[src/rtl/core/sfrp_pkg.sv]
package sfrp_pkg;

    // Operation codes carried on the slave-side tuser
    typedef enum logic [3:0] {
        OP_EXP2    = 4'd0,
        OP_EXP     = 4'd1,
        OP_LOG2    = 4'd2,
        OP_RCP     = 4'd3,
        OP_SQRT    = 4'd4,
        OP_RSQRT   = 4'd5,
        OP_SIN     = 4'd6,
        OP_COS     = 4'd7,
        OP_SIGMOID = 4'd8,
        OP_TANH    = 4'd9
    } t_op;

    localparam int unsigned POLY_W  = 27;
    localparam int unsigned EXPO_W  = 8;
    localparam int unsigned NORM_W  = 34;
    localparam int unsigned LZ_W    = 6;
    localparam int unsigned IN_TDATA_W  = 40;
    localparam int unsigned OUT_TDATA_W = 32;

    localparam logic [7:0] BIAS_UP    = 8'd127;  // exp2, exp, sqrt
    localparam logic [7:0] BIAS_DOWN  = 8'd126;  // rcp, rsqrt
    localparam logic [7:0] BASE_LOG2  = 8'd134;
    localparam logic [7:0] BASE_TRIG  = 8'd126;
    localparam logic [7:0] BASE_Q26   = 8'd127;  // tanh, sigmoid
    localparam logic [7:0] EXP_ONE    = 8'h7F;
    localparam logic [POLY_W-1:0] HALF_Q26 = 27'd33554432;  // 1 << 25

    typedef struct packed {
        t_op                       req_type;
        logic [POLY_W-1:0]         poly_value;
        logic signed [EXPO_W-1:0]  range_exponent;
        logic                      sign_bit;
    } t_item;

    // Leading-zero count of a 34-bit word (value for zero is don't-care)
    function automatic logic [LZ_W-1:0] lzc34(input logic [NORM_W-1:0] x);
        logic [LZ_W-1:0] z;
        z = '0;
        for (int i = 0; i < NORM_W; i++) begin
            if (x[i]) begin
                z = LZ_W'(NORM_W - 1 - i);
            end
        end
        return z;
    endfunction

endpackage

[src/rtl/core/sfrp_compose.sv]
module sfrp_compose (
    input  sfrp_pkg::t_item  i_item,
    output logic [31:0]      o_word
);
    import sfrp_pkg::*;

    logic [EXPO_W-1:0] e8;
    logic [22:0]       mant_direct;
    logic [NORM_W-1:0] log_v;
    logic [NORM_W-1:0] log_mag;
    logic [25:0]       sig_h;
    logic [POLY_W-1:0] sig_f;
    logic [NORM_W-1:0] norm_in;
    logic [NORM_W-1:0] norm;
    logic [LZ_W-1:0]   lz;
    logic [7:0]        norm_base;
    logic [7:0]        norm_exp;
    logic              norm_sign;
    logic [31:0]       norm_word;

    always_comb begin
        e8          = i_item.range_exponent;
        mant_direct = i_item.poly_value[24:2];

        // log2: exponent and fraction joined, bit 26 of the poly value ORed in
        log_v   = {e8, 26'd0} | {7'd0, i_item.poly_value};
        log_mag = e8[7] ? (~log_v + 34'd1) : log_v;

        // sigmoid: one half plus or minus half of tanh, floored at zero
        sig_h = i_item.poly_value[26:1];
        if (i_item.sign_bit) begin
            sig_f = ({1'b0, sig_h} > HALF_Q26) ? '0 : (HALF_Q26 - {1'b0, sig_h});
        end else begin
            sig_f = HALF_Q26 + {1'b0, sig_h};
        end

        // operand for the shared normaliser, left-aligned in 34 bits
        unique case (i_item.req_type) inside
            OP_LOG2: begin
                norm_in   = log_mag;
                norm_base = BASE_LOG2;
                norm_sign = e8[7];
            end
            OP_SIN, OP_COS: begin
                norm_in   = {i_item.poly_value[25:0], 8'd0};
                norm_base = BASE_TRIG;
                norm_sign = i_item.sign_bit;
            end
            OP_TANH: begin
                norm_in   = {i_item.poly_value, 7'd0};
                norm_base = BASE_Q26;
                norm_sign = i_item.sign_bit;
            end
            OP_SIGMOID: begin
                norm_in   = {sig_f, 7'd0};
                norm_base = BASE_Q26;
                norm_sign = 1'b0;
            end
            default: begin
                norm_in   = '0;
                norm_base = '0;
                norm_sign = 1'b0;
            end
        endcase

        lz        = lzc34(norm_in);
        norm      = norm_in << lz;
        norm_exp  = norm_base - 8'(lz);
        norm_word = (norm_in == '0) ? {norm_sign, 31'd0}
                                    : {norm_sign, norm_exp, norm[32:10]};

        unique case (i_item.req_type) inside
            OP_EXP2, OP_EXP, OP_SQRT: o_word = {1'b0, BIAS_UP + e8, mant_direct};
            OP_RCP:   o_word = {i_item.sign_bit, BIAS_DOWN - e8, mant_direct};
            OP_RSQRT: o_word = {1'b0, BIAS_DOWN - e8, mant_direct};
            OP_LOG2, OP_TANH, OP_SIGMOID: o_word = norm_word;
            OP_SIN, OP_COS: begin
                // overflow bit: exactly plus or minus one
                o_word = i_item.poly_value[26] ? {i_item.sign_bit, EXP_ONE, 23'd0}
                                               : norm_word;
            end
            default: o_word = '0;
        endcase
    end

endmodule

[src/rtl/core/special_function_result_packer.sv]
// Channel  | Dir | Fields (tdata / tuser, low bit first)                      | Beat rule
// s_axis   | in  | tdata: poly_value[26:0], range_exponent[34:27],           | tvalid & tready
//          |     |        sign_bit[35], zero[39:36]; tuser: req_type[3:0]    |
// m_axis   | out | tdata: fp32_word[31:0]                                    | tvalid & tready
//
// Two register stages: input register, then compose logic, then result register.
// One beat per cycle sustained while m_axis_tready stays high; each beat passes through the
// input register and then the result register before it is offered on m_axis.
// The 34-bit leading-zero count and shift in the compose path set the clock period.
// Reset (synchronous, active low) empties both stages; payload registers are not reset.
// A stalled result holds; s_axis_tready is high while the input stage is empty or can move on.
module special_function_result_packer (
    input  logic                              i_clk,
    input  logic                              i_rst_n,
    input  logic                              s_axis_tvalid,
    output logic                              s_axis_tready,
    // poly_value[26:0], range_exponent[34:27], sign_bit[35], pad[39:36]
    input  logic [sfrp_pkg::IN_TDATA_W-1:0]   s_axis_tdata,
    // req_type[3:0]
    input  logic [3:0]                        s_axis_tuser,
    output logic                              m_axis_tvalid,
    input  logic                              m_axis_tready,
    // fp32_word[31:0]
    output logic [sfrp_pkg::OUT_TDATA_W-1:0]  m_axis_tdata
);
    import sfrp_pkg::*;

    logic        r_in_valid;
    t_item       r_in_item;
    t_item       n_in_item;
    logic        r_out_valid;
    logic [31:0] r_out_word;
    logic [31:0] n_out_word;
    logic        w_out_adv;
    logic        w_in_adv;

    // stage moves when its successor is empty or being drained
    assign w_out_adv     = !r_out_valid || m_axis_tready;
    assign w_in_adv      = !r_in_valid || w_out_adv;
    assign s_axis_tready = w_in_adv;

    // unpack the beat
    always_comb begin
        n_in_item.req_type       = t_op'(s_axis_tuser);
        n_in_item.poly_value     = s_axis_tdata[26:0];
        n_in_item.range_exponent = s_axis_tdata[34:27];
        n_in_item.sign_bit       = s_axis_tdata[35];
    end

    sfrp_compose u_compose (
        .i_item (r_in_item),
        .o_word (n_out_word)
    );

    always_ff @(posedge i_clk) begin
        if (!i_rst_n) begin
            r_in_valid  <= 1'b0;
            r_out_valid <= 1'b0;
        end else begin
            if (w_in_adv) begin
                r_in_valid <= s_axis_tvalid;
            end
            if (w_out_adv) begin
                r_out_valid <= r_in_valid;
            end
        end
    end

    always_ff @(posedge i_clk) begin
        if (w_in_adv && s_axis_tvalid) begin
            r_in_item <= n_in_item;
        end
        if (w_out_adv && r_in_valid) begin
            r_out_word <= n_out_word;
        end
    end

    assign m_axis_tvalid = r_out_valid;
    assign m_axis_tdata  = r_out_word;

endmodule

[config.mk]
export PLATFORM = sky130hd
export DESIGN_NAME = special_function_result_packer
export DESIGN_NICKNAME = d
export VERILOG_FILES = /design/src/rtl/core/sfrp_pkg.sv /design/src/rtl/core/sfrp_compose.sv /design/src/rtl/core/special_function_result_packer.sv
export SDC_FILE = /design/constraint.sdc
export NUM_CORES = 1
export LEC_CHECK = 0
export ABC_AREA = 1
export BUFFER_PORTS_ARGS = -buffer_cell sky130_fd_sc_hd__buf_2
export CAP_MARGIN = 20
export CORE_MARGIN = 5
export CORE_UTILIZATION = 35
export DETAILED_ROUTE_END_ITERATION = 6
export GPL_TIMING_DRIVEN = 0
export SLEW_MARGIN = 25
export SYNTH_ARGS = -nofsm -noshare
export SYNTH_HDL_FRONTEND = slang
export SYNTH_SLANG_ARGS = --single-unit
[constraint.sdc]
create_clock -name i_clk -period 5.5 [get_ports i_clk]
set_input_delay 0.55 -clock i_clk [delete_from_list [all_inputs] [get_ports i_clk]]
set_output_delay 0.55 -clock i_clk [all_outputs]
set_load 0.02 [all_outputs]
==> impl_metrics.prom, run 1 <==
# TYPE chip_impl_metric gauge
chip_impl_info{name="run_status",value="finished, final reports clean"} 1
chip_impl_metric{name="drt-vias-per-instance",unit=""} 5.50
chip_impl_metric{name="clkSlewWorstSetupHoldPaths",unit="ns"} 0.07
chip_impl_metric{name="clock-skew-final",unit="ns"} 0.00989
chip_impl_metric{name="pin_count_of_the_biggest_net_entering_global_routing",unit=""} 41
chip_impl_metric{name="floorplan.initialDensity",unit="%"} 35.7
chip_impl_metric{name="cp_data_required_time",unit="ns"} 5.57
chip_impl_metric{name="rows",unit=""} 53
chip_impl_info{name="worstHoldPathType",value="in -> reg"} 1
chip_impl_metric{name="yosys_warnings",unit=""} 0
chip_impl_metric{name="drtAntennaViolNets",unit=""} 0
chip_impl_metric{name="place.port_buffers",unit=""} 77
chip_impl_metric{name="vias",unit=""} 8661
chip_impl_info{name="crit_path_top_delay_cell",value="sky130_fd_sc_hd__or4_1"} 1
chip_impl_metric{name="use_met3",unit="%"} 3.68
chip_impl_info{name="crit_type",value="reg -> reg"} 1
chip_impl_metric{name="final-instance-count-excl-fill",unit=""} 1576
chip_impl_metric{name="die_y",unit="um"} 157
chip_impl_info{name="cts_tree",value="built"} 1
chip_impl_info{name="commonest_cells_after_routing_fill_and_taps_aside",value="315 x sky130_fd_sc_hd__nand2_1, 159 x sky130_fd_sc_hd__nand3_1, 136 x sky130_fd_sc_hd__inv_1, 111 x sky130_fd_sc_hd__nor2_1, 92 x sky130_fd_sc_hd__buf_2"} 1
chip_impl_metric{name="clock_sink_count",unit=""} 74
chip_impl_metric{name="grt_pass1_vias",unit=""} 7835
chip_impl_metric{name="final-seq-area",unit="um2"} 2200
chip_impl_metric{name="rr_worst_depth",unit=""} 28
chip_impl_metric{name="detailedRoute.firstIterationViolations",unit=""} 971
chip_impl_metric{name="final.period_utilization",unit="%"} 95.0
chip_impl_metric{name="worst_pin_slew",unit="ns"} 1.03
chip_impl_info{name="ys_flop_type",value="sky130_fd_sc_hd__edfxtp_1"} 1
chip_impl_metric{name="design.final.nets",unit=""} 1357
chip_impl_info{name="layout_commonest_cell",value="sky130_fd_sc_hd__nand2_1"} 1
chip_impl_metric{name="fmax",unit="GHz"} 0.191
chip_impl_info{name="crit_path_start_kind",value="flip-flop"} 1
chip_impl_metric{name="grt.total_usage",unit="%"} 24.7
chip_impl_metric{name="final_layout_size_suffix_gt1_share",unit="%"} 18.1
chip_impl_metric{name="post_synth_inst_count",unit=""} 1189
chip_impl_metric{name="placeableCoreArea",unit="um2"} 21200
chip_impl_info{name="cts_root_buf",value="sky130_fd_sc_hd__clkbuf_16"} 1
chip_impl_metric{name="cpPeakStageDelay",unit="ns"} 0.61
chip_impl_metric{name="synth.yosys.seq_area_share",unit="%"} 29.1
chip_impl_metric{name="aggregate_negative_setup_slack",unit="ns"} 0
chip_impl_metric{name="min_path_cells",unit=""} 1
chip_impl_metric{name="synth-seq-cells",unit=""} 74
chip_impl_metric{name="dp.cells",unit=""} 1542
chip_impl_metric{name="power_density",unit="nW/um2"} 282
chip_impl_metric{name="drt_drc_violations_left",unit=""} 0
chip_impl_metric{name="fill_cells",unit=""} 2271
chip_impl_metric{name="post_synth_edffs",unit=""} 72
chip_impl_metric{name="chipWidth",unit="um"} 157
chip_impl_metric{name="syn-cell-area",unit="um2"} 7560
chip_impl_metric{name="area.growth.synth_to_final",unit="%"} 20.1
chip_impl_metric{name="io_pins",unit=""} 82
chip_impl_metric{name="gr_overflow_total",unit=""} 0
chip_impl_metric{name="synth-async-reset-ratio",unit="%"} 0
chip_impl_metric{name="vdd.ir_drop.worst",unit="mV"} 0.167
chip_impl_metric{name="slew_headroom",unit="%"} 30.8
chip_impl_metric{name="avgRoutedWirePerCell",unit="um"} 19.4
chip_impl_info{name="gr-max-usage-layer",value="met2"} 1
chip_impl_metric{name="global_route.usage.met1",unit="%"} 34.5
chip_impl_metric{name="worst-endpoint-arrival",unit="ns"} 5.30
chip_impl_metric{name="avgSynthCellArea",unit="um2"} 6.35
chip_impl_metric{name="report.final.hold_viol_count",unit=""} 0
chip_impl_metric{name="ys_types",unit=""} 54
chip_impl_metric{name="routability_congestion",unit=""} 0.998
chip_impl_metric{name="firstDrtPassIters",unit=""} 6
chip_impl_metric{name="grt_first_pass_wirelength",unit="um"} 46300
chip_impl_info{name="timing.critical_path.to_type",value="flip-flop"} 1
chip_impl_metric{name="antennaDiodeCount",unit=""} 0
chip_impl_metric{name="area_of_combinational_cells_with_multiple_inputs",unit="um2"} 4810
chip_impl_metric{name="mappedNetlistNets",unit=""} 1250
chip_impl_metric{name="insertion_delay",unit="ns"} 0.36
chip_impl_metric{name="die_area",unit="um2"} 24600
chip_impl_metric{name="setup_viol",unit=""} 0
chip_impl_metric{name="grt_use_met2",unit="%"} 38.9
chip_impl_metric{name="p_leak",unit="nW"} 4.22
chip_impl_metric{name="ctsHoldBuffers",unit=""} 0
chip_impl_metric{name="htree_num_levels",unit=""} 3
chip_impl_metric{name="maxCapViolations",unit=""} 0
chip_impl_metric{name="cts_buf_count",unit=""} 9
chip_impl_metric{name="detailed_place_hpwl",unit="um"} 24800
chip_impl_metric{name="post-route-min-period",unit="ns"} 5.23
chip_impl_metric{name="antenna_violations_before_repair",unit=""} 1
chip_impl_info{name="critPathMostFrequentCell",value="sky130_fd_sc_hd__nand2_1"} 1
chip_impl_metric{name="final_max_slew_viol_count",unit=""} 0
chip_impl_metric{name="wirelength",unit="um"} 30600
chip_impl_metric{name="worst-path-max-fanout",unit=""} 10
chip_impl_metric{name="cts.path.max_buffers",unit=""} 2
[power by group]
part           internal, mW  switching [mW]
sequential            0.678          0.0284
clock                 0.368           0.288
combinational         0.379           0.820
total                  1.42            1.14
[critical path: cells and delay by family (launching register included)]
kind                     cells  cell delay [ns]
flip-flops                   1             0.47
XOR/XNOR                     1             0.10
buffers and inverters        5             0.65
AO/OA/AOI/OAI                9             1.56
adder cells (fa/ha/maj)      2             0.48
AND/OR/NAND/NOR             11             1.70
[stage by stage]
stage	util (%)	power [mW]	setup WS (ns)	cell area, um2	hold slack, ns
after global routing	42.9	2.71	-0.0436	9070	0.345
after CTS	41.2	2.50	-0.0112	8720	0.349
after detailed placement	39.4	1.83	-0.520	8320	0.517
after global placement	39.2	1.84	-0.480	8290	0.456
final	42.9	2.56	0.275	9070	0.356
after floorplan	-	1.49	0.832	7560	0.447
[cells in the mapped netlist (3+ instances only)]
cell	instances	area share, %
sky130_fd_sc_hd__o21ai_1	39	2.6
sky130_fd_sc_hd__nand3_1	159	11
sky130_fd_sc_hd__nand2_4	3	0.45
sky130_fd_sc_hd__nor2_1	119	5.9
sky130_fd_sc_hd__nand2_2	8	0.66
sky130_fd_sc_hd__inv_1	141	7.0
sky130_fd_sc_hd__o31ai_1	3	0.30
sky130_fd_sc_hd__o22ai_1	11	0.91
sky130_fd_sc_hd__buf_6	4	0.60
sky130_fd_sc_hd__nor2_4	6	0.89
sky130_fd_sc_hd__a31oi_1	5	0.41
sky130_fd_sc_hd__o211ai_2	3	0.50
sky130_fd_sc_hd__ha_1	12	2.0
sky130_fd_sc_hd__edfxtp_1	72	29
sky130_fd_sc_hd__nor3_1	21	1.4
sky130_fd_sc_hd__nor4_1	3	0.25
sky130_fd_sc_hd__buf_1	6	0.30
sky130_fd_sc_hd__o21ai_0	62	4.1
sky130_fd_sc_hd__xor2_1	23	2.7
sky130_fd_sc_hd__o21ai_2	3	0.35
sky130_fd_sc_hd__inv_2	10	0.50
sky130_fd_sc_hd__nand2_1	321	16
sky130_fd_sc_hd__a21oi_1	46	3.0
sky130_fd_sc_hd__nand4_1	10	0.83
sky130_fd_sc_hd__clkbuf_1	19	0.94
sky130_fd_sc_hd__o2111ai_1	11	1.3
sky130_fd_sc_hd__buf_2	16	1.1
sky130_fd_sc_hd__o211ai_1	9	0.89
sky130_fd_sc_hd__nor3_2	3	0.40
sky130_fd_sc_hd__a211oi_1	3	0.30
sky130_fd_sc_hd__nor2_2	9	0.75
[worst paths after layout]
kind / from / endpoint / slack [ns]
setup reg to reg: r_in_item[10] / m_axis_tdata[30] / 0.27
hold reg to reg: r_in_valid / m_axis_tvalid / 0.52
setup / recovery: r_in_item[10] / m_axis_tdata[30] / 0.27
hold / removal: s_axis_tuser[1] / r_in_item[37] / 0.36
[flip-flops by register name (all words and copies together) (netlist names)]
signal,count
m_axis_tdata,32
r_in_valid,1
r_in_item,40
m_axis_tvalid,1
[cell type report]
class                      count  area share, %
multi-input combinational    914           53.0
sequential                    74           24.3
inverter                     154           6.49
timing repair buffer          97           6.12
tap                          275           3.79
buffer                        46           2.79
clock buffer                   9           2.48
clock inverter                 7           1.02
[timing repair]
item                       in CTS  in global routing
buffers inserted                2                 17
setup endpoints to repair       4                 12
pin swaps                       1                 17
resized for setup              14                 63
hold endpoints to repair        0                  0
[layer usage]
layer	vias to the layer above	part of all wire [%]
met1	4005	45
met5	-	0
met2	404	44
met4	0	3.6
li1	4191	-
met3	61	7.4
[kinds of logic after synthesis]
| group | count (synthesis) | synth area share (%) |
|---|---|---|
| compound gates | 204 | 15.7 |
| xor+xnor | 25 | 2.90 |
| fa+ha+maj | 13 | 2.25 |
| buf+inv | 201 | 10.9 |
| flops | 74 | 29.1 |
| simple gates | 672 | 39.1 |
(Power assumes the default switching activity.)
==> inputs of run 2 (changes only) <==
--- a/config.mk
+++ b/config.mk
@@ -6,12 +6,16 @@
 export NUM_CORES = 1
 export LEC_CHECK = 0
 export ABC_AREA = 1
+export ABC_CLOCK_PERIOD_IN_PS = 5500
 export BUFFER_PORTS_ARGS = -buffer_cell sky130_fd_sc_hd__buf_2
 export CAP_MARGIN = 20
+export CELL_PAD_IN_SITES_DETAIL_PLACEMENT = 0
+export CELL_PAD_IN_SITES_GLOBAL_PLACEMENT = 1
 export CORE_MARGIN = 5
 export CORE_UTILIZATION = 35
 export DETAILED_ROUTE_END_ITERATION = 6
 export GPL_TIMING_DRIVEN = 0
+export PLACE_DENSITY_LB_ADDON = 0.1
 export SLEW_MARGIN = 25
 export SYNTH_ARGS = -nofsm -noshare
 export SYNTH_HDL_FRONTEND = slang
==> impl_metrics.prom, run 2 (same netlist as run 1, synthesis figures left out) <==
# TYPE chip_impl_metric gauge
chip_impl_metric{name="post-route-min-period",unit="ns"} 5.23
chip_impl_metric{name="clock-skew-final",unit="ns"} 0.0102
chip_impl_info{name="commonest_cells_after_routing_fill_and_taps_aside",value="319 x sky130_fd_sc_hd__nand2_1, 159 x sky130_fd_sc_hd__nand3_1, 138 x sky130_fd_sc_hd__inv_1, 115 x sky130_fd_sc_hd__nor2_1, 92 x sky130_fd_sc_hd__buf_2"} 1
chip_impl_metric{name="final-instance-count-excl-fill",unit=""} 1569
chip_impl_metric{name="detailed_place_hpwl",unit="um"} 25100
chip_impl_metric{name="worst-path-max-fanout",unit=""} 15
chip_impl_metric{name="rows",unit=""} 53
chip_impl_info{name="rsz_0062_raised_after_global_routing",value="yes"} 1
chip_impl_metric{name="cts.path.max_buffers",unit=""} 2
chip_impl_info{name="setup.worst_path.start",value="r_in_item[8]"} 1
chip_impl_info{name="cts_root_buf",value="sky130_fd_sc_hd__clkbuf_16"} 1
chip_impl_metric{name="firstDrtPassIters",unit=""} 6
chip_impl_metric{name="intPower",unit="mW"} 1.37
chip_impl_metric{name="area.growth.synth_to_final",unit="%"} 18.0
chip_impl_metric{name="cp_data_required_time",unit="ns"} 5.59
chip_impl_metric{name="placeableCoreArea",unit="um2"} 21200
chip_impl_info{name="critPathMostFrequentCell",value="sky130_fd_sc_hd__nand2_1"} 1
chip_impl_metric{name="fmax",unit="GHz"} 0.191
chip_impl_info{name="crit_type",value="reg -> reg"} 1
chip_impl_metric{name="insertion_delay",unit="ns"} 0.36
chip_impl_metric{name="flip_flop_count_of_the_largest_register_all_copies_and_words_added",unit=""} 40
chip_impl_metric{name="cpPeakStageDelay",unit="ns"} 0.55
chip_impl_info{name="worstHoldPathType",value="in -> reg"} 1
chip_impl_metric{name="vias",unit=""} 8414
chip_impl_info{name="largest-register",value="r_in_item"} 1
chip_impl_info{name="crit-reg2reg-launch",value="r_in_item[8]"} 1
chip_impl_metric{name="detailedRoute.firstIterationViolations",unit=""} 900
chip_impl_metric{name="final_cell_area",unit="um2"} 8910
chip_impl_info{name="timing.critical_path.to_type",value="flip-flop"} 1
chip_impl_metric{name="netSwitchingFraction",unit="%"} 45.2
chip_impl_metric{name="place.port_buffers",unit=""} 77
chip_impl_metric{name="design.final.nets",unit=""} 1350
chip_impl_metric{name="final.period_utilization",unit="%"} 95.2
chip_impl_metric{name="cts_buf_count",unit=""} 9
chip_impl_metric{name="slew_headroom",unit="%"} 44.1
chip_impl_metric{name="setup_viol",unit=""} 0
chip_impl_info{name="crit_path_start_kind",value="flip-flop"} 1
chip_impl_metric{name="report.final.hold_viol_count",unit=""} 0
chip_impl_metric{name="critPathBufInv",unit=""} 4
chip_impl_metric{name="worst_pin_slew",unit="ns"} 0.830
chip_impl_metric{name="gr_overflow_total",unit=""} 0
chip_impl_metric{name="grt.total_usage",unit="%"} 24.5
chip_impl_metric{name="maxCapViolations",unit=""} 0
chip_impl_metric{name="p_leak",unit="nW"} 4.14
chip_impl_metric{name="clock_sink_count",unit=""} 74
chip_impl_info{name="layout_commonest_cell",value="sky130_fd_sc_hd__nand2_1"} 1
chip_impl_metric{name="drtAntennaViolNets",unit=""} 0
chip_impl_metric{name="p_seq_share",unit="%"} 28.3
chip_impl_metric{name="power_density",unit="nW/um2"} 280
chip_impl_metric{name="power.combinational.fraction",unit="%"} 47.4
chip_impl_metric{name="dp.cells",unit=""} 1542
chip_impl_metric{name="final_worst_path_setup_slack",unit="ns"} 0.266
chip_impl_info{name="critical_path.top_delay_family",value="simple AND/OR/NAND/NOR gates"} 1
chip_impl_metric{name="clkSlewWorstSetupHoldPaths",unit="ns"} 0.07
chip_impl_metric{name="htree_num_levels",unit=""} 3
chip_impl_metric{name="worst-endpoint-arrival",unit="ns"} 5.33
chip_impl_metric{name="antenna_violations_before_repair",unit=""} 0
chip_impl_metric{name="antennaDiodeCount",unit=""} 0
chip_impl_metric{name="grt_first_pass_wirelength",unit="um"} 45800
chip_impl_info{name="crit_path_top_delay_cell",value="sky130_fd_sc_hd__clkbuf_1"} 1
chip_impl_metric{name="dpl-instance-area",unit="um2"} 8320
chip_impl_metric{name="fin_worst_hold_slack",unit="ns"} 0.359
chip_impl_info{name="run_status",value="finished, final reports clean"} 1
chip_impl_info{name="crit_chain",value="clkbuf_1 -> buf_1 -> o21ai_0 -> nand2_1 -> a21oi_1 -> o21ai_0 -> o2111ai_1 -> inv_1 -> nand2_1 -> nor3_1 -> nand2_1 -> nor2_2 -> inv_2 -> ha_1 -> nand2_1 -> nor2_1 -> a211oi_1 -> or2_2 -> a21oi_1 -> nor2_1 -> xor2_1 -> o2111ai_1"} 1
chip_impl_metric{name="routability_congestion",unit=""} 0.947
chip_impl_metric{name="die_area",unit="um2"} 24600
chip_impl_metric{name="drt-vias-per-instance",unit=""} 5.36
chip_impl_info{name="cts_tree",value="built"} 1
chip_impl_metric{name="chipWidth",unit="um"} 157
chip_impl_metric{name="share_clk_of_total_power",unit="%"} 24.2
chip_impl_metric{name="switching_power",unit="mW"} 1.13
chip_impl_metric{name="fill_cells",unit=""} 2317
chip_impl_metric{name="io_pins",unit=""} 82
chip_impl_metric{name="vdd.ir_drop.worst",unit="mV"} 0.142
chip_impl_metric{name="die_y",unit="um"} 157
chip_impl_info{name="min-delay-start",value="s_axis_tdata[28]"} 1
chip_impl_metric{name="drt_drc_violations_left",unit=""} 0
chip_impl_metric{name="final_max_slew_viol_count",unit=""} 0
chip_impl_metric{name="pin_count_of_the_biggest_net_entering_global_routing",unit=""} 41
chip_impl_metric{name="aggregate_negative_setup_slack",unit="ns"} 0
chip_impl_metric{name="avgRoutedWirePerCell",unit="um"} 19.6
chip_impl_metric{name="grt_pass1_vias",unit=""} 7684
chip_impl_metric{name="dp_slack",unit="ns"} -0.615
chip_impl_metric{name="final_layout_size_suffix_gt1_share",unit="%"} 16.5
chip_impl_metric{name="floorplan.initialDensity",unit="%"} 35.7
chip_impl_metric{name="wirelength",unit="um"} 30800
-- run 2: cell types whose count changed in the layout (fill, tap and decap cells not counted), sizes merged --
cell    delta
bufinv     -1
inv        +1
buf        -9
clkbuf     +2
-- run 2: cell type report --
type	count	area, um2	area share (%)
Clock inverter	7	67.6	0.758
Timing Repair Buffer	90	503	5.64
Multi-Input combinational cell	914	4740	53.1
Sequential cell	74	2200	24.7
Inverter	154	586	6.57
Tap cell	275	344	3.86
Clock buffer	9	225	2.53
Buffer	46	250	2.81
-- run 2: worst paths after layout --
path         slack, ns  cells after the start               end
max               0.27                     22  m_axis_tdata[29]
min               0.36                      1      r_in_item[2]
max reg2reg       0.27                     22  m_axis_tdata[29]
min reg2reg       0.52                      2     m_axis_tvalid
-- run 2: power groups by stage --
stage                     combinational, mW  sequential (mW)  clock (mW)
after floorplan                       0.755            0.738           0
after global placement                 1.13            0.721           0
after detailed placement               1.12            0.720           0
after CTS                              1.13            0.707       0.618
after global routing                   1.30            0.712       0.640
final                                  1.18            0.707       0.605
-- run 2: per-stage QoR --
step,util (%),total power [mW]
finish,42.1,2.50
global route,42.1,2.65
CTS,41.1,2.46
detailed placement,39.4,1.84
global placement,39.2,1.85
floorplan,-,1.49
-- run 2: what timing repair did --
item / CTS / global route
pin swaps: 1 / 8
hold buffers: 0 / 0
resized for setup: 14 / 38
setup buffers: 2 / 10
setup endpoints to repair: 4 / 9
-- run 2: routing by layer --
metal | GRT usage [%] | up-vias | part of all wire [%]
li1 | - | 4182 | -
met1 | 34.3 | 3827 | 46
met2 | 38.7 | 350 | 44
met3 | 3.71 | 55 | 6.1
met4 | 8.68 | 0 | 3.6
met5 | 0 | - | 0
